==> src/hw/rtl/mtgd_pkg.sv <==
// shared types and constants of the glyph decoder
package mtgd_pkg;

    // language modes
    localparam logic [1:0] MODE_SINGLE = 2'd0;
    localparam logic [1:0] MODE_SJIS   = 2'd1;
    localparam logic [1:0] MODE_EUC    = 2'd2;
    localparam logic [1:0] MODE_HANGUL = 2'd3;

    // font banks
    localparam logic [1:0] BANK_SINGLE = 2'd0;
    localparam logic [1:0] BANK_JP     = 2'd1;
    localparam logic [1:0] BANK_HANGUL = 2'd2;

    // configuration register indexes
    localparam int unsigned CFG_IDX_W  = 1;
    localparam int unsigned CFG_DATA_W = 2;
    localparam logic [CFG_IDX_W-1:0] REG_LANG_MODE = 1'b0;
    localparam logic [CFG_IDX_W-1:0] REG_HANGUL    = 1'b1;

    // number of draw commands produced by one byte
    localparam logic [1:0] RES_NONE = 2'd0;
    localparam logic [1:0] RES_ONE  = 2'd1;
    localparam logic [1:0] RES_TWO  = 2'd2;

    // decoder state held between bytes
    typedef struct packed {
        logic [7:0] lead;
        logic [7:0] second;
    } t_pend;

    // decoder verdict for one byte
    typedef struct packed {
        logic [1:0]  n_res;
        logic [1:0]  bank;
        logic [19:0] offset;
        logic        advance;
        t_pend       pend;
    } t_dec;

    // one draw command
    typedef struct packed {
        logic [1:0]         font_bank;
        logic signed [19:0] glyph_offset;
        logic signed [15:0] draw_x;
        logic [11:0]        draw_y;
        logic [7:0]         draw_color;
        logic               last;
    } t_result;

endpackage

==> src/hw/rtl/mtgd_if.sv <==
// request channels of the glyph decoder

// text byte requests
interface mtgd_in_if;
    logic               valid;
    logic               ready;
    logic [7:0]         code_byte;
    logic               string_start;
    logic signed [15:0] start_x;
    logic [11:0]        text_y;
    logic [7:0]         color;

    modport source (output valid, code_byte, string_start, start_x, text_y, color,
                    input ready);
    modport sink   (input valid, code_byte, string_start, start_x, text_y, color,
                    output ready);
endinterface

// draw command requests
interface mtgd_out_if;
    logic               valid;
    logic               ready;
    logic [1:0]         font_bank;
    logic signed [19:0] glyph_offset;
    logic signed [15:0] draw_x;
    logic [11:0]        draw_y;
    logic [7:0]         draw_color;
    logic               last;

    modport source (output valid, font_bank, glyph_offset, draw_x, draw_y, draw_color,
                    last, input ready);
    modport sink   (input valid, font_bank, glyph_offset, draw_x, draw_y, draw_color,
                    last, output ready);
endinterface

// configuration write requests
interface mtgd_cfg_if;
    logic                               valid;
    logic                               ready;
    logic [mtgd_pkg::CFG_IDX_W-1:0]     index;
    logic [mtgd_pkg::CFG_DATA_W-1:0]    data;

    modport source (output valid, index, data, input ready);
    modport sink   (input valid, index, data, output ready);
endinterface

==> src/hw/rtl/mtgd_decode.sv <==
// byte decoder: mode rules, glyph offsets and next pending bytes
module mtgd_decode (
    input  logic [7:0]       i_byte,
    input  logic [1:0]       i_lang_mode,
    input  logic             i_hangul_present,
    input  mtgd_pkg::t_pend  i_pend,
    output mtgd_pkg::t_dec   o_dec
);

    logic [10:0] sj_k;
    logic [10:0] sj_t;
    logic [10:0] euc_k;
    logic [10:0] euc_t;
    logic [19:0] sj_off;
    logic [19:0] euc_off;
    logic [15:0] cp;
    logic [15:0] cp_rel;
    logic [19:0] hg_off;
    logic        cp_ok;
    logic        b_cont;
    logic        sj_lead_ok;
    logic [19:0] single_off;

    // offset of a two-byte glyph, modulo 2^20
    function automatic logic [19:0] jis_off(logic [10:0] k, logic [10:0] t);
        logic [19:0] kx;
        logic [19:0] tx;
        kx = {{9{k[10]}}, k};
        tx = {{9{t[10]}}, t};
        return 20'd4096 + ((kx * 20'd94 + tx) << 5);
    endfunction

    // shift-jis row and cell, signed 11-bit
    always_comb begin
        if (i_pend.lead inside {[8'h81:8'h9f]}) begin
            sj_k = ({3'b0, i_pend.lead} - 11'h081) << 1;
        end else begin
            sj_k = (({3'b0, i_pend.lead} - 11'h0e0) << 1) + 11'd62;
        end
        if (i_byte inside {[8'h40:8'h7e]}) begin
            sj_t = {3'b0, i_byte} - 11'h040;
        end else if (i_byte inside {[8'h80:8'h9e]}) begin
            sj_t = {3'b0, i_byte} - 11'h080 + 11'd63;
        end else begin
            sj_t = {3'b0, i_byte} - 11'h09f;
            sj_k = sj_k + 11'd1;
        end
    end

    // euc-jp row and cell, may go negative
    assign euc_k   = {3'b0, i_pend.lead} - 11'h0a1;
    assign euc_t   = {3'b0, i_byte} - 11'h0a1;
    assign sj_off  = jis_off(sj_k, sj_t);
    assign euc_off = jis_off(euc_k, euc_t);

    // utf-8 hangul code point
    assign cp     = {i_pend.lead[3:0], i_pend.second[5:0], i_byte[5:0]};
    assign cp_ok  = (cp >= 16'hac00) && (cp <= 16'hd7a3);
    assign cp_rel = cp - 16'hac00;
    assign hg_off = 20'd4096 + ({4'b0, cp_rel} << 5);
    assign b_cont = i_byte inside {[8'h80:8'hbf]};

    assign sj_lead_ok = (i_byte inside {[8'h81:8'h9f]}) || (i_byte inside {[8'he0:8'hfc]});
    assign single_off = {8'b0, i_byte, 4'b0};

    // per-mode decision
    always_comb begin
        o_dec.n_res   = mtgd_pkg::RES_ONE;
        o_dec.bank    = mtgd_pkg::BANK_SINGLE;
        o_dec.offset  = single_off;
        o_dec.advance = 1'b1;
        o_dec.pend    = i_pend;
        case (i_lang_mode)
            mtgd_pkg::MODE_SINGLE: begin
            end
            mtgd_pkg::MODE_SJIS: begin
                o_dec.bank = mtgd_pkg::BANK_JP;
                if (i_pend.lead == 8'h00) begin
                    if (sj_lead_ok) begin
                        o_dec.n_res     = mtgd_pkg::RES_NONE;
                        o_dec.pend.lead = i_byte;
                    end
                end else begin
                    o_dec.n_res     = mtgd_pkg::RES_TWO;
                    o_dec.offset    = sj_off;
                    o_dec.pend.lead = 8'h00;
                end
            end
            mtgd_pkg::MODE_EUC: begin
                o_dec.bank = mtgd_pkg::BANK_JP;
                if (i_pend.lead == 8'h00) begin
                    if (i_byte inside {[8'h81:8'hfe]}) begin
                        o_dec.n_res     = mtgd_pkg::RES_NONE;
                        o_dec.pend.lead = i_byte;
                    end
                end else begin
                    o_dec.n_res     = mtgd_pkg::RES_TWO;
                    o_dec.offset    = euc_off;
                    o_dec.pend.lead = 8'h00;
                end
            end
            mtgd_pkg::MODE_HANGUL: begin
                if (!i_hangul_present) begin
                end else if (i_pend.lead == 8'h00) begin
                    if (i_byte inside {[8'hea:8'hed]}) begin
                        o_dec.n_res     = mtgd_pkg::RES_NONE;
                        o_dec.pend.lead = i_byte;
                    end
                end else if (i_pend.second == 8'h00) begin
                    if (b_cont) begin
                        o_dec.n_res       = mtgd_pkg::RES_NONE;
                        o_dec.pend.second = i_byte;
                        o_dec.advance     = 1'b0;
                    end else begin
                        o_dec.pend.lead = 8'h00;
                    end
                end else begin
                    o_dec.pend.lead   = 8'h00;
                    o_dec.pend.second = 8'h00;
                    if (b_cont && cp_ok) begin
                        o_dec.n_res  = mtgd_pkg::RES_TWO;
                        o_dec.bank   = mtgd_pkg::BANK_HANGUL;
                        o_dec.offset = hg_off;
                    end
                end
            end
            default: begin
            end
        endcase
    end

endmodule

==> src/hw/rtl/multibyte_text_glyph_decoder_core.sv <==
// glyph decoder top: byte intake, pen and pending state, draw command buffer
// a draw command is registered and shows on the output in the cycle after its byte is taken
// intake takes one byte per cycle while the output is not stalled; a double-width glyph
// holds intake until its left half is taken from the two-entry command buffer
// reset (synchronous, active low) clears mode, font flag, pending bytes, pen x
// and empties the command buffer
module multibyte_text_glyph_decoder_core (
    input  logic              i_clk,
    input  logic              i_rst_n,
    mtgd_in_if.sink           i_in,
    mtgd_out_if.source        o_out,
    mtgd_cfg_if.sink          i_cfg
);

    logic [1:0]             r_lang_mode;
    logic                   r_hangul;
    mtgd_pkg::t_pend        r_pend;
    logic [15:0]            r_pen_x;
    logic [1:0]             r_cnt;
    logic [1:0]             n_cnt;
    mtgd_pkg::t_result      r_res0;
    mtgd_pkg::t_result      r_res1;
    mtgd_pkg::t_result      n_res0;
    mtgd_pkg::t_result      n_res1;
    mtgd_pkg::t_result      res_first;
    mtgd_pkg::t_result      res_second;
    mtgd_pkg::t_dec         dec;
    logic [15:0]            base_x;
    logic                   accept;
    logic                   pop;
    logic                   dbl;

    // configuration writes
    assign i_cfg.ready = 1'b1;

    always_ff @(posedge i_clk) begin
        if (!i_rst_n) begin
            r_lang_mode <= mtgd_pkg::MODE_SINGLE;
            r_hangul    <= 1'b0;
        end else if (i_cfg.valid) begin
            case (i_cfg.index)
                mtgd_pkg::REG_LANG_MODE: r_lang_mode <= i_cfg.data[1:0];
                mtgd_pkg::REG_HANGUL:    r_hangul    <= i_cfg.data[0];
                default: begin
                end
            endcase
        end
    end

    // handshakes
    assign o_out.valid = (r_cnt != mtgd_pkg::RES_NONE);
    assign pop         = o_out.valid && o_out.ready;
    assign i_in.ready  = (r_cnt == mtgd_pkg::RES_NONE) ||
                         ((r_cnt == mtgd_pkg::RES_ONE) && o_out.ready);
    assign accept      = i_in.valid && i_in.ready;

    // pen start for this byte
    assign base_x = i_in.string_start ? i_in.start_x : r_pen_x;

    mtgd_decode u_decode (
        .i_byte           (i_in.code_byte),
        .i_lang_mode      (r_lang_mode),
        .i_hangul_present (r_hangul),
        .i_pend           (r_pend),
        .o_dec            (dec)
    );

    // draw commands for this byte
    assign dbl = (dec.n_res == mtgd_pkg::RES_TWO);

    always_comb begin
        res_first.font_bank    = dec.bank;
        res_first.glyph_offset = dec.offset;
        res_first.draw_x       = dbl ? (base_x - 16'd8) : base_x;
        res_first.draw_y       = i_in.text_y;
        res_first.draw_color   = i_in.color;
        res_first.last         = !dbl;

        res_second              = res_first;
        res_second.glyph_offset = dec.offset + 20'd16;
        res_second.draw_x       = base_x;
        res_second.last         = 1'b1;
    end

    // decoder state
    always_ff @(posedge i_clk) begin
        if (!i_rst_n) begin
            r_pend  <= '0;
            r_pen_x <= 16'd0;
        end else if (accept) begin
            r_pend  <= dec.pend;
            r_pen_x <= dec.advance ? (base_x + 16'd8) : base_x;
        end
    end

    // command buffer next state
    always_comb begin
        n_cnt  = r_cnt;
        n_res0 = r_res0;
        n_res1 = r_res1;
        if (pop) begin
            if (r_cnt == mtgd_pkg::RES_TWO) begin
                n_res0 = r_res1;
                n_cnt  = mtgd_pkg::RES_ONE;
            end else begin
                n_cnt = mtgd_pkg::RES_NONE;
            end
        end
        if (accept) begin
            n_cnt  = dec.n_res;
            n_res0 = res_first;
            n_res1 = res_second;
        end
    end

    always_ff @(posedge i_clk) begin
        if (!i_rst_n) begin
            r_cnt <= mtgd_pkg::RES_NONE;
        end else begin
            r_cnt <= n_cnt;
        end
    end

    always_ff @(posedge i_clk) begin
        r_res0 <= n_res0;
        r_res1 <= n_res1;
    end

    // output payload
    assign o_out.font_bank    = r_res0.font_bank;
    assign o_out.glyph_offset = r_res0.glyph_offset;
    assign o_out.draw_x       = r_res0.draw_x;
    assign o_out.draw_y       = r_res0.draw_y;
    assign o_out.draw_color   = r_res0.draw_color;
    assign o_out.last         = r_res0.last;

endmodule

==> src/flat_wrapper.sv <==
// flat-port wrapper written by rule: the top's interface ports become plain ports
module multibyte_text_glyph_decoder_core_flat 
  (i_clk, i_rst_n, i_in_valid, i_in_code_byte, i_in_string_start, i_in_start_x, i_in_text_y, i_in_color, i_in_ready, o_out_valid, o_out_font_bank, o_out_glyph_offset, o_out_draw_x, o_out_draw_y, o_out_draw_color, o_out_last, o_out_ready, i_cfg_valid, i_cfg_index, i_cfg_data, i_cfg_ready);
  mtgd_in_if i_in_i ();
  mtgd_out_if o_out_i ();
  mtgd_cfg_if i_cfg_i ();
  input  logic i_clk;
  input  logic i_rst_n;
  input wire logic [$bits(i_in_i.valid)-1:0] i_in_valid;
  input wire logic [$bits(i_in_i.code_byte)-1:0] i_in_code_byte;
  input wire logic [$bits(i_in_i.string_start)-1:0] i_in_string_start;
  input wire logic [$bits(i_in_i.start_x)-1:0] i_in_start_x;
  input wire logic [$bits(i_in_i.text_y)-1:0] i_in_text_y;
  input wire logic [$bits(i_in_i.color)-1:0] i_in_color;
  output wire logic [$bits(i_in_i.ready)-1:0] i_in_ready;
  output wire logic [$bits(o_out_i.valid)-1:0] o_out_valid;
  output wire logic [$bits(o_out_i.font_bank)-1:0] o_out_font_bank;
  output wire logic [$bits(o_out_i.glyph_offset)-1:0] o_out_glyph_offset;
  output wire logic [$bits(o_out_i.draw_x)-1:0] o_out_draw_x;
  output wire logic [$bits(o_out_i.draw_y)-1:0] o_out_draw_y;
  output wire logic [$bits(o_out_i.draw_color)-1:0] o_out_draw_color;
  output wire logic [$bits(o_out_i.last)-1:0] o_out_last;
  input wire logic [$bits(o_out_i.ready)-1:0] o_out_ready;
  input wire logic [$bits(i_cfg_i.valid)-1:0] i_cfg_valid;
  input wire logic [$bits(i_cfg_i.index)-1:0] i_cfg_index;
  input wire logic [$bits(i_cfg_i.data)-1:0] i_cfg_data;
  output wire logic [$bits(i_cfg_i.ready)-1:0] i_cfg_ready;
  assign i_in_i.valid = i_in_valid;
  assign i_in_i.code_byte = i_in_code_byte;
  assign i_in_i.string_start = i_in_string_start;
  assign i_in_i.start_x = i_in_start_x;
  assign i_in_i.text_y = i_in_text_y;
  assign i_in_i.color = i_in_color;
  assign i_in_ready = i_in_i.ready;
  assign o_out_valid = o_out_i.valid;
  assign o_out_font_bank = o_out_i.font_bank;
  assign o_out_glyph_offset = o_out_i.glyph_offset;
  assign o_out_draw_x = o_out_i.draw_x;
  assign o_out_draw_y = o_out_i.draw_y;
  assign o_out_draw_color = o_out_i.draw_color;
  assign o_out_last = o_out_i.last;
  assign o_out_i.ready = o_out_ready;
  assign i_cfg_i.valid = i_cfg_valid;
  assign i_cfg_i.index = i_cfg_index;
  assign i_cfg_i.data = i_cfg_data;
  assign i_cfg_ready = i_cfg_i.ready;
  multibyte_text_glyph_decoder_core u_core (.i_clk(i_clk), .i_rst_n(i_rst_n), .i_in(i_in_i), .o_out(o_out_i), .i_cfg(i_cfg_i));
endmodule
==> config.mk <==
export PLATFORM = sky130hd
export DESIGN_NAME = multibyte_text_glyph_decoder_core_flat
export DESIGN_NICKNAME = d
export VERILOG_FILES = /design/src/hw/rtl/mtgd_pkg.sv /design/src/hw/rtl/mtgd_if.sv /design/src/hw/rtl/mtgd_decode.sv /design/src/hw/rtl/multibyte_text_glyph_decoder_core.sv /design/src/flat_wrapper.sv
export SDC_FILE = /design/constraint.sdc
export NUM_CORES = 1
export LEC_CHECK = 0
export BUFFER_PORTS_ARGS = -buffer_cell sky130_fd_sc_hd__buf_2
export CORE_MARGIN = 4
export CORE_UTILIZATION = 45
export CTS_BUF_LIST = sky130_fd_sc_hd__clkbuf_8
export DETAILED_ROUTE_END_ITERATION = 6
export PLACE_DENSITY_LB_ADDON = 0.08
export SETUP_SLACK_MARGIN = 0.4
export SYNTH_ARGS = -nofsm -noshare
export SYNTH_HDL_FRONTEND = slang
export SYNTH_SLANG_ARGS = --single-unit
==> constraint.sdc <==
create_clock -name i_clk -period 6.9 [get_ports i_clk]
set_input_delay 0.345 -clock i_clk [delete_from_list [all_inputs] [get_ports i_clk]]
set_output_delay 0.345 -clock i_clk [all_outputs]
set_load 0.005 [all_outputs]
# Yosys cells after proc, flatten, opt, wreduce, memory -nomap -nowiden
# Cells that the tools add are included.
# totals
ff_bits	154
inputBits	53
out_inout_bits	62
word_cells	139
# classes
add_sub_neg	19
n_mul	2
magnitude_cmp	16
eq_ne	12
mux	43
n_bitwise	2
n_reduce_logical	28
# op_table
op	n
$mux 59	3
$mux 8	9
$pmux 24 s3	1
$mux 16	4
$add 13x20->20 const A	3
$le 8x8->1 const B	7
$mux 11	5
$sub 8x8->9 const B	6
$mux 41	1
$ge 8x8->1 const B	5
$mul 20x6->14 const B	2
$mux 20	2
$add 15x15->15	2
$mux 24	1
$pmux 8 s3	1
$mux 23	1
$mux 22	1
$add 20x5->20 const B	1
$add 16x4->16 const B	1
$ge 16x16->1 const B	1
$le 16x16->1 const B	1
$logic_not 8->1	2
$sub 16x4->16 const B	1
$sub 15x14->15 const B	1
other kinds (24)	60

# Logic depth before layout (Yosys ltp)
# Gate-level depths: netlist of run 1.
# logic_depth
ltp_word	14
ltp_mapped	34
ltp_nobuf	32

# Hierarchy
# From an unflattened synthesis of run 1, not the netlist that was laid out.
# hier_totals
cells_unflattened	1440
area_unflattened_um2	12982.5
# modules_own_cells
mod	n_inst	cells_each	area_per_inst_um2	seq_area_each_um2
multibyte_text_glyph_decoder_core	1	618	6723.9	4254.1
mtgd_decode	1	822	6258.5	0.0

# Worst setup path after synthesis of run 1
# Ideal clock, no wire load.
# synth_timing
kind	flip-flop to flip-flop
start	register u_core.r_pend[8] (netlist bit)
end	register u_core.r_res1[56] (netlist bit) (data pin)
setup_time_ns	0.281
t_arrival_ns	7.050
required_ns	6.619
slack_ns	-0.431
stages_incl_launch_ff	32
n_path_buf	1
synth_period_minus_slack_ns	7.331
cell_sequence	dfxtp_1 clkbuf_1 inv_1 ha_1 or4b_2 nand2_1 inv_1 fa_1 inv_1 ha_1 inv_1 fa_1 inv_1 ha_1 a21o_1 a21oi_1 o21bai_1 a21oi_1 nor2b_1 o21a_1 nor2_1 xnor2_1 ha_1 or3_1 a211o_1 and3_1 nor4_1 a21o_1 a211oi_1 nand2b_1 a2111oi_0 mux2i_1
# synth_rtl
item	line	rtl
from (decl)	multibyte_text_glyph_decoder_core.sv:17	mtgd_pkg::t_pend r_pend;
from (signal assigned)	multibyte_text_glyph_decoder_core.sv:91	r_pend <= dec.pend;
to (signal assigned)	multibyte_text_glyph_decoder_core.sv:126	r_res1 <= n_res1;
to (decl)	multibyte_text_glyph_decoder_core.sv:22	mtgd_pkg::t_result r_res1;

==> results of run 1 <==
[cell type report]
| type | count | share of cell area [%] |
|---|---|---|
| clock buffers | 18 | 1.56 |
| multi-input cells | 1087 | 55.9 |
| clock inverters | 14 | 1.07 |
| inverters | 135 | 3.24 |
| flip-flops and latches | 146 | 25.3 |
| repair buffers | 241 | 10.0 |
| well taps | 378 | 2.97 |
[final timing paths]
check	start	end	slack (ps)	cells past startpoint
min reg2reg	u_core.r_pen_x[9]$_SDFFE_PN0P_	u_core.r_pen_x[9]$_SDFFE_PN0P_	470	2
max	u_core.r_pend[8]$_SDFFE_PN0P_	u_core.r_res1[56]$_DFFE_PP_	260	28
min	i_in_color[5]	u_core.r_res1[6]$_DFFE_PP_	80	1
max reg2reg	u_core.r_pend[8]$_SDFFE_PN0P_	u_core.r_res1[56]$_DFFE_PP_	260	28
[cell families after synthesis]
family	Yosys count	share of synthesized area [%]
AOI/OAI and AO/OA	295	15.7
xor gates and xnor gates	110	7.68
adders and majority gates	148	17.2
buffers and inverters	198	6.08
DFF	146	31.6
muxes	24	1.96
other	2	0.0590
and+or+nand+nor	505	19.8
[state kept, by name, indices dropped and copies added, names as in the netlist, 2 cells and up]
| signal | count |
|---|---|
| u_core.o_out.glyph_offset | 16 |
| u_core.r_lang_mode | 2 |
| u_core.r_pend | 16 |
| u_core.r_res1 | 54 |
| u_core.r_pen_x | 16 |
| u_core.r_cnt | 2 |
| u_core.o_out.draw_y | 12 |
| u_core.o_out.font_bank | 2 |
| u_core.o_out.draw_color | 8 |
| u_core.o_out.draw_x | 16 |
[worst reg2reg max path: cells and delay by family (launching register included)]
| kind | cells | cell delay [ps] |
|---|---|---|
| compound gates | 8 | 1600 |
| xor+xnor | 2 | 290 |
| fa+ha+maj | 6 | 2230 |
| buf+inv | 4 | 360 |
| flops | 1 | 370 |
| mux | 2 | 390 |
| simple gates | 6 | 1260 |
[cell usage after synthesis, types with 11 or more instances]
cell type and number:
a211oi_1 13, a21o_1 11, a21oi_1 56, a22oi_1 19, a31oi_1 12, and2_1 22, and3_1 11, clkbuf_1 48
dfxtp_1 37, edfxtp_1 109, fa_1 44, ha_1 104, inv_1 134, mux2i_1 17, nand2_1 190, nand2b_1 19
nand3_1 34, nor2_1 97, nor2b_1 25, nor3_1 28, nor4_1 17, o21ai_0 69, xnor2_1 73, xor2_1 36
[per-layer routing]
layer / GRT usage (%) / up-vias / routed length (um) / part of all wire (%)
li1: - / 5393 / - / -
met1: 28.6 / 5155 / 15600 / 44
met2: 37.0 / 282 / 16900 / 48
met3: 3.60 / 54 / 1850 / 5.2
met4: 7.44 / 0 / 1100 / 3.1
met5: 0 / - / 0 / 0
[stage by stage]
| step | setup slack, ps | instance area [um2] | hold slack, ps |
|---|---|---|---|
| 6_report | 264 | 15900 | 76.1 |
| 5_1_grt | 11.7 | 15900 | 54.2 |
| 2_1_floorplan | 403 | 12900 | 440 |
| 3_5_place_dp | -0.452 | 14200 | 459 |
| 3_3_place_gp | 132 | 14200 | 452 |
| 4_1_cts | 315 | 15100 | 44.1 |
[timing repair]
item                       4_1_cts  5_1_grt
buffers inserted                28       33
pin swaps                       47       68
setup endpoints to repair        8       11
hold buffers                     0        0
gates resized for setup         61      112
==> results_dict.tcl, run 1 <==
set metrics [dict create \
    min_path_type "in -> reg" \
    drv_cap 0 \
    ys_ff_latch 146 \
    dpl.hpwl_um 26400 \
    worst_slew_pin_slew_ps 1290 \
    place_congestion 0.894 \
    start_kind "flip-flop" \
    instances_no_fill 2019 \
    place_inst 1926 \
    start_util_pct 45.7 \
    drc_errors 0 \
    slew_violations 0 \
    grt.total_usage_pct 21.9 \
    grt_pass1_vias 10500 \
    grt_pass1_wl_um 54600 \
    numCtsBuffers 17 \
    grt_overflow 0 \
    crit_top_cell "fa_1" \
    grt_max_degree 95 \
    slew-limit-headroom_pct 13.5 \
    wire_per_inst_um 17.5 \
    viasPerCell 5.39 \
    synth_edf_count 109 \
    clkSinkCount 146 \
    fin_crit_ps 6640 \
    max_freq_mhz 151 \
    die_area_um2 31000 \
    post-route-util_pct 57.1 \
    outcome "complete, no violations" \
    seq_area_frac_synth_pct 31.6 \
    cp_slowest_cell "fa_1" \
    finalSetupViolations 0 \
    rsz0062_at_grt "yes" \
    ctsLongestPathBuffers 2 \
    final_common_cell "nand2_1" \
    clk_pin_slew_ps 100 \
    fin_skew_ps 23.7 \
    die_x_um 176 \
    portBuffers 109 \
    synthTopCellsByArea "edfxtp_1, ha_1, fa_1" \
    placementRows 61 \
    dr.pass1.iters 5 \
    synth_top_area_cell "edfxtp_1" \
    syn_area_um2 12700 \
    cts_tree "built" \
    finalCritPeriodShare_pct 96.2 \
    syn_area_per_cell_um2 8.91 \
    slowest_delay_ps 490 \
    final_antenna_net_count 0 \
    num_antenna_cells 0 \
    yosys.area.top_type_share_pct 25.7 \
    coreArea_um2 27900 \
    final_cell_mix "nand2_1, buf_4, inv_1" \
    finalHoldViolCount 0 \
    cts-root-buf "clkbuf_8" \
    crit_buf_inv 4 \
    fillCellCount 2541 \
    synthArstFlopShare_pct 0 \
    nets 1829 \
    routed_wl_um 35400 \
    timing.setup.tns_ps 0 \
    criticalPathCategory "reg -> reg" \
    drive_gt1_share_pct 27.8 \
    path_max_fanout 6 \
    area_growth_pct 25.1 \
    multi_input_area_um2 8890 \
    critPathTopFamily "adder cells" \
    cts-htree-levels 4 \
    clk-insertion-delay-late_ps 460 \
    cp_data_required_time_ps 7190 \
    synthCells 1428 \
    grt_antenna_before_repair 0 \
    worstPathArrival_ps 6920 \
    dieHeight_um 176 \
    synth_warnings 0 \
    num_vias 10900 \
    setup.worst_path.end_class "flip-flop" \
    synth.distinct_cells 97 \
    seqCellArea_um2 4020 \
    ys.flop_type "edfxtp_1" \
    io_pins 115 \
    first_iter_violations 617 \
]
Power of run 1 is not shown: default switching activity piles up to over one toggle a cycle in this logic, so the estimate is an artifact.
==> run 2, diff against run 1 <==
- MAX_ROUTING_LAYER: default -> met4
==> run 2 against run 1 <==
Compared with the run above: die area did not move; worst hold slack got worse by 5.5 ps; cell count fell by 0.74%; via count fell by 0.78%; critical path depth did not move; final area fell by 2.6%; core utilization fell by 1.5 points; setup slack improved by 130 ps; clock skew rose by 4.3 ps; global-route usage rose by 0.66 points; critical path type unchanged; highest routed layer unchanged.
==> results_dict.tcl, run 2 (synthesized netlist as in run 1, its figures left out) <==
set metrics [dict create \
    multi_input_area_um2 8630 \
    viasPerCell 5.39 \
    fillCellCount 2548 \
    grt_use_met2_pct 37.7 \
    use_met3_pct 2.78 \
    worst_slew_pin_slew_ps 1340 \
    slew_violations 0 \
    drive_gt1_share_pct 25.0 \
    fin_skew_ps 28.0 \
    r2r_end "u_core.o_out.glyph_offset[18]$_DFFE_PP_" \
    grt_pass1_vias 10300 \
    nets 1814 \
    routed_wl_um 34600 \
    num_antenna_cells 0 \
    grtUsageMet1_pct 29.6 \
    rsz0062_at_grt "yes" \
    setup_ws_ps 399 \
    critPathTopFamily "adder cells" \
    seqCellArea_um2 4020 \
    place_congestion 0.898 \
    clk_pin_slew_ps 110 \
    placementRows 61 \
    worst-r2r-cell-count 28 \
    clk-insertion-delay-late_ps 460 \
    busiest_layer "met2" \
    drv_cap 0 \
    finalSetupViolations 0 \
    grt_pass1_wl_um 54800 \
    io_pins 115 \
    setup.worst_path.end_class "flip-flop" \
    regMostFlops "u_core.r_res1" \
    dpl.hpwl_um 26200 \
    worstPathArrival_ps 6710 \
    dr.pass1.iters 5 \
    cp_data_required_time_ps 7110 \
    crit_cells 28 \
    rrSetupSlack_ps 400 \
    grt.total_usage_pct 22.5 \
    min_path_cells 1 \
    criticalPathCategory "reg -> reg" \
    crit_buf_inv 6 \
    min_path_type "in -> reg" \
    r2r_start "u_core.r_pend[8]$_SDFFE_PN0P_" \
    ctsLongestPathBuffers 2 \
    final_common_cell "nand2_1" \
    min_to "u_core.r_res1[15]$_DFFE_PP_" \
    fin_crit_ps 6500 \
    start_kind "flip-flop" \
    finalCritPeriodShare_pct 94.2 \
    final_cell_mix "nand2_1, inv_1, buf_2, edfxtp_1, buf_4" \
    wire_per_inst_um 17.3 \
    finalHoldViolCount 0 \
    largest_register_ff_count 54 \
    max_freq_mhz 154 \
    die_x_um 176 \
    cts-htree-levels 4 \
    timing.setup.tns_ps 0 \
    cp_slowest_cell "fa_1" \
    hp-start "i_in_text_y[6]" \
    slew-limit-headroom_pct 9.96 \
    numCtsBuffers 17 \
    grt_overflow 0 \
    area_growth_pct 21.8 \
    coreArea_um2 27900 \
    dieHeight_um 176 \
    die_area_um2 31000 \
    post-route-util_pct 55.6 \
    path_max_fanout 4 \
    place_area_um2 14200 \
    final_area_um2 15500 \
    grt_antenna_before_repair 0 \
    slowest_delay_ps 560 \
    grt_max_degree 95 \
    drc_errors 0 \
    cts_tree "built" \
    start_util_pct 45.7 \
    outcome "complete, no violations" \
    first_iter_violations 667 \
    final_antenna_net_count 0 \
    cts-root-buf "clkbuf_8" \
    clkSinkCount 146 \
    num_vias 10800 \
    portBuffers 109 \
    post-place-ws_ps -10.4 \
]
run 2: changes by cell type in the layout (fill, tap and decap cells not counted), sizes merged:
cell	previous run	this run
buf	241	226
bufinv	2	0
clkbuf	18	17
clkinv	5	4
inv	141	145
run 2: timing repair:
action                     4_1_cts  5_1_grt
gates resized for setup         71       58
pin swaps                       57       30
hold buffers                     0        0
buffers inserted                27       16
setup endpoints to repair        9       10
run 2: worst max path at each step:
| stage | start | to | slack (ps) |
|---|---|---|---|
| 5_1_grt | u_core.r_pend[9]$_SDFFE_PN0P_ | u_core.r_res1[56]$_DFFE_PP_ | 80 |
| 6_report | u_core.r_pend[8]$_SDFFE_PN0P_ | u_core.o_out.glyph_offset[18]$_DFFE_PP_ | 400 |
| 4_1_cts | u_core.r_pend[13]$_SDFFE_PN0P_ | u_core.o_out.glyph_offset[19]$_DFFE_PP_ | 400 |
| 3_5_place_dp | u_core.r_pend[8]$_SDFFE_PN0P_ | u_core.r_res1[56]$_DFFE_PP_ | -10 |
| 2_1_floorplan | u_core.r_pend[8]$_SDFFE_PN0P_ | u_core.r_res1[56]$_DFFE_PP_ | 400 |
| 3_3_place_gp | u_core.r_pend[8]$_SDFFE_PN0P_ | u_core.o_out.glyph_offset[19]$_DFFE_PP_ | -10 |
run 2: worst register-to-register path, delay by kind of cell (launching register included):
kind / cells / cell delay (ps)
adders and majority gates: 6 / 2080
DFF: 1 / 380
AOI/OAI and AO/OA: 5 / 900
muxes: 1 / 260
buffers and inverters: 6 / 440
and+or+nand+nor: 8 / 2000
xor gates and xnor gates: 2 / 190
run 2: metal layers:
metal / wire length [um] / share of wire (%)
met2: 17000 / 49
met4: 516 / 1.5
met1: 15700 / 45
met3: 1450 / 4.2
met5: 0 / 0
run 2: layout make-up:
cell class              instances  share of cell area [%]
well taps                     378                    3.05
flip-flops and latches        146                    26.0
multi-input cells            1087                    55.7
clock buffers                  17                    1.51
repair buffers                226                    9.56
clock inverters                15                   0.920
inverters                     135                    3.31
run 2: through the flow:
step / hold WS, ps / cells
after floorplan: 440 / 1431
after global placement: 456 / 1929
after detailed placement: 459 / 1929
after CTS: 44.7 / 1988
after global routing: 39.6 / 2004
final: 70.5 / 2004
Power of run 2 is left out for the same reason.
==> run 3, diff against run 2 <==
- SYNTH_HIERARCHICAL: default -> 1
==> run 3 against run 2 <==
Compared with the run above: register-to-register slack got worse by 150 ps; non-clock buffer count fell by 32; global-route usage increased by 0.055 points; largest cell class unchanged; clock-buffer cell count is the same; die area up 2.0%; highest routed layer unchanged; cell count shrank 1.0%; critical path depth decreased by 3; wire length grew 1.1%; clock skew is 3.5 ps higher.
==> results_dict.tcl, run 3 <==
set metrics [dict create \
    outcome "complete, no violations" \
    num_vias 10900 \
    portBuffers 113 \
    fin_crit_ps 6650 \
    numCtsBuffers 17 \
    pwr_density_cell_nw_per_um2 252 \
    final_common_cell "nand2_1" \
    dpl.hpwl_um 25800 \
    ctsHoldBuffers 0 \
    ys.flop_type "edfxtp_1" \
    clk-insertion-delay-late_ps 460 \
    setup.worst_path.end_class "flip-flop" \
    place_congestion 0.967 \
    grt.total_usage_pct 22.6 \
    dieHeight_um 178 \
    wire_per_inst_um 17.7 \
    clkSinkCount 154 \
    io_pins 115 \
    viasPerCell 5.50 \
    area_growth_pct 17.9 \
    worstPathArrival_ps 6850 \
    synth.distinct_cells 84 \
    ctsLongestPathBuffers 2 \
    start_kind "flip-flop" \
    cp_data_required_time_ps 7100 \
    grt_pass1_wl_um 55600 \
    drive_gt1_share_pct 21.4 \
    drc_errors 0 \
    ys_ff_latch 154 \
    synth_edf_count 117 \
    synth_warnings 6 \
    die_x_um 178 \
    criticalPathCategory "reg -> reg" \
    grt_antenna_before_repair 0 \
    finalHoldViolCount 0 \
    finalCritPeriodShare_pct 96.4 \
    largest_register_ff_count 58 \
    seq_area_frac_synth_pct 32.8 \
    max_freq_mhz 150 \
    coreArea_um2 28100 \
    die_area_um2 31600 \
    cts-htree-levels 4 \
    instances_no_fill 1983 \
    min_path_type "in -> reg" \
    placementRows 61 \
    cts-root-buf "clkbuf_8" \
    syn_area_um2 13000 \
    drv_cap 0 \
    path_max_fanout 4 \
    place_inst 1922 \
    num_antenna_cells 0 \
    dr.pass1.iters 6 \
    finalSetupViolations 0 \
    synth_commonest_cells "nand2_1, inv_1, edfxtp_1" \
    yosys.area.top_type_share_pct 27.1 \
    vdd_drop_max_mv 0.149 \
    rsz0062_at_grt "yes" \
    nets 1799 \
    syn_area_per_cell_um2 9.02 \
    clk_pin_slew_ps 120 \
    cts_tree "built" \
    synth_top_area_cell "edfxtp_1" \
    grt_max_degree 78 \
    whs_ps 70.7 \
    start_util_pct 46.2 \
    fin_skew_ps 31.6 \
    final_cell_mix "nand2_1, inv_1, edfxtp_1" \
    routed_wl_um 35000 \
    worst_slew_pin_slew_ps 1290 \
    final_area_um2 15300 \
    regMostFlops "u_core/r_res1" \
    synthArstFlopShare_pct 0 \
    grt_pass1_vias 10300 \
    first_iter_violations 814 \
    grt_overflow 0 \
    p_leak_nw 6.50 \
    slew-limit-headroom_pct 13.4 \
    final_antenna_net_count 0 \
    synthTopCellsByArea "edfxtp_1, ha_1, nand2_1" \
    place_area_um2 14300 \
    slew_violations 0 \
    synthCells 1440 \
    synth.most_common_cell "nand2_1" \
]
-- run 3: stage by stage --
stage	worst slack (ps)	util [%]	setup TNS (ps)	total power, mW
finish	251	54.5	0	3.85
global route	-7.04	54.5	-13.6	4.10
CTS	363	53.5	0	3.65
detailed placement	97.6	50.8	0	2.77
global placement	208	50.8	0	2.76
floorplan	363	-	0	2.33
-- run 3: kinds of logic (layout without fill, tap and decap cells) --
group	count (synthesis)	after routing	synth area share, %
XOR/XNOR	109	109	7.67
multiplexers	27	27	2.25
adder cells (fa/ha/maj)	154	154	17.5
flip-flops	154	154	32.8
other	2	5	0.0578
AND/OR/NAND/NOR	491	491	17.5
buffers and inverters	203	365	6.25
AO/OA/AOI/OAI	300	300	16.0
-- run 3: layout make-up --
type | count | area, um2
Timing Repair Buffer | 194 | 1200
Tap cell | 378 | 473
Clock buffer | 17 | 234
Clock inverter | 15 | 188
Sequential cell | 154 | 4260
Multi-Input combinational cell | 1086 | 8410
Inverter | 139 | 539
Fill cell | 2597 | 12800
-- run 3: worst paths after layout --
check / startpoint / to / slack (ps) / depth (start not counted)
worst max-delay path: u_core/r_pend[9]$_SDFFE_PN0N_ / u_core/r_res1[56]$_DFFE_PN_ / 250 / 25
worst min-delay path: i_in_color[5] / u_core/r_res1[6]$_DFFE_PN_ / 70 / 1
worst max register to register: u_core/r_pend[9]$_SDFFE_PN0N_ / u_core/r_res1[56]$_DFFE_PN_ / 250 / 25
worst min register to register: u_core/r_pen_x[3]$_SDFFE_PN0N_ / u_core/r_pen_x[3]$_SDFFE_PN0N_ / 480 / 2
-- run 3: power breakdown --
part           total (mW)  internal (mW)  switching (mW)
Combinational        2.03          0.941            1.08
Sequential           1.10           1.08          0.0212
Clock               0.727          0.284           0.443
Total                3.85           2.30            1.55
-- run 3: critical path, cell delays in order, from the launching register on --
cell	delay [ps]
dfxtp_4	370
clkinv_4	50
ha_4	130
or4b_4	520
a21bo_4	260
o21ai_4	210
a21oi_2	70
o22a_2	280
fa_1	510
fa_1	530
inv_2	40
fa_1	510
inv_2	50
ha_4	230
buf_4	140
xor2_2	180
ha_4	280
o21a_1	160
a21oi_2	90
o211ai_1	270
xnor2_1	140
or3_4	410
o31a_1	320
or4_4	460
o211ai_4	100
xnor2_1	90
-- run 3: per-layer routing --
metal  wire length (um)  GRT usage, %  vias up
met2              16200          35.3      299
met3               1940          2.94       49
li1                   -             -     5355
met1              16100          31.1     5197
met4                870          6.32        0
met5                  0             -        -
-- run 3: repair_timing --
action,in CTS,in global routing
setup endpoints to repair,8,10
pin swaps,30,49
buffers inserted,19,10
resized for setup,36,41
hold endpoints to repair,0,0
Power figures use the tool's default switching activity.
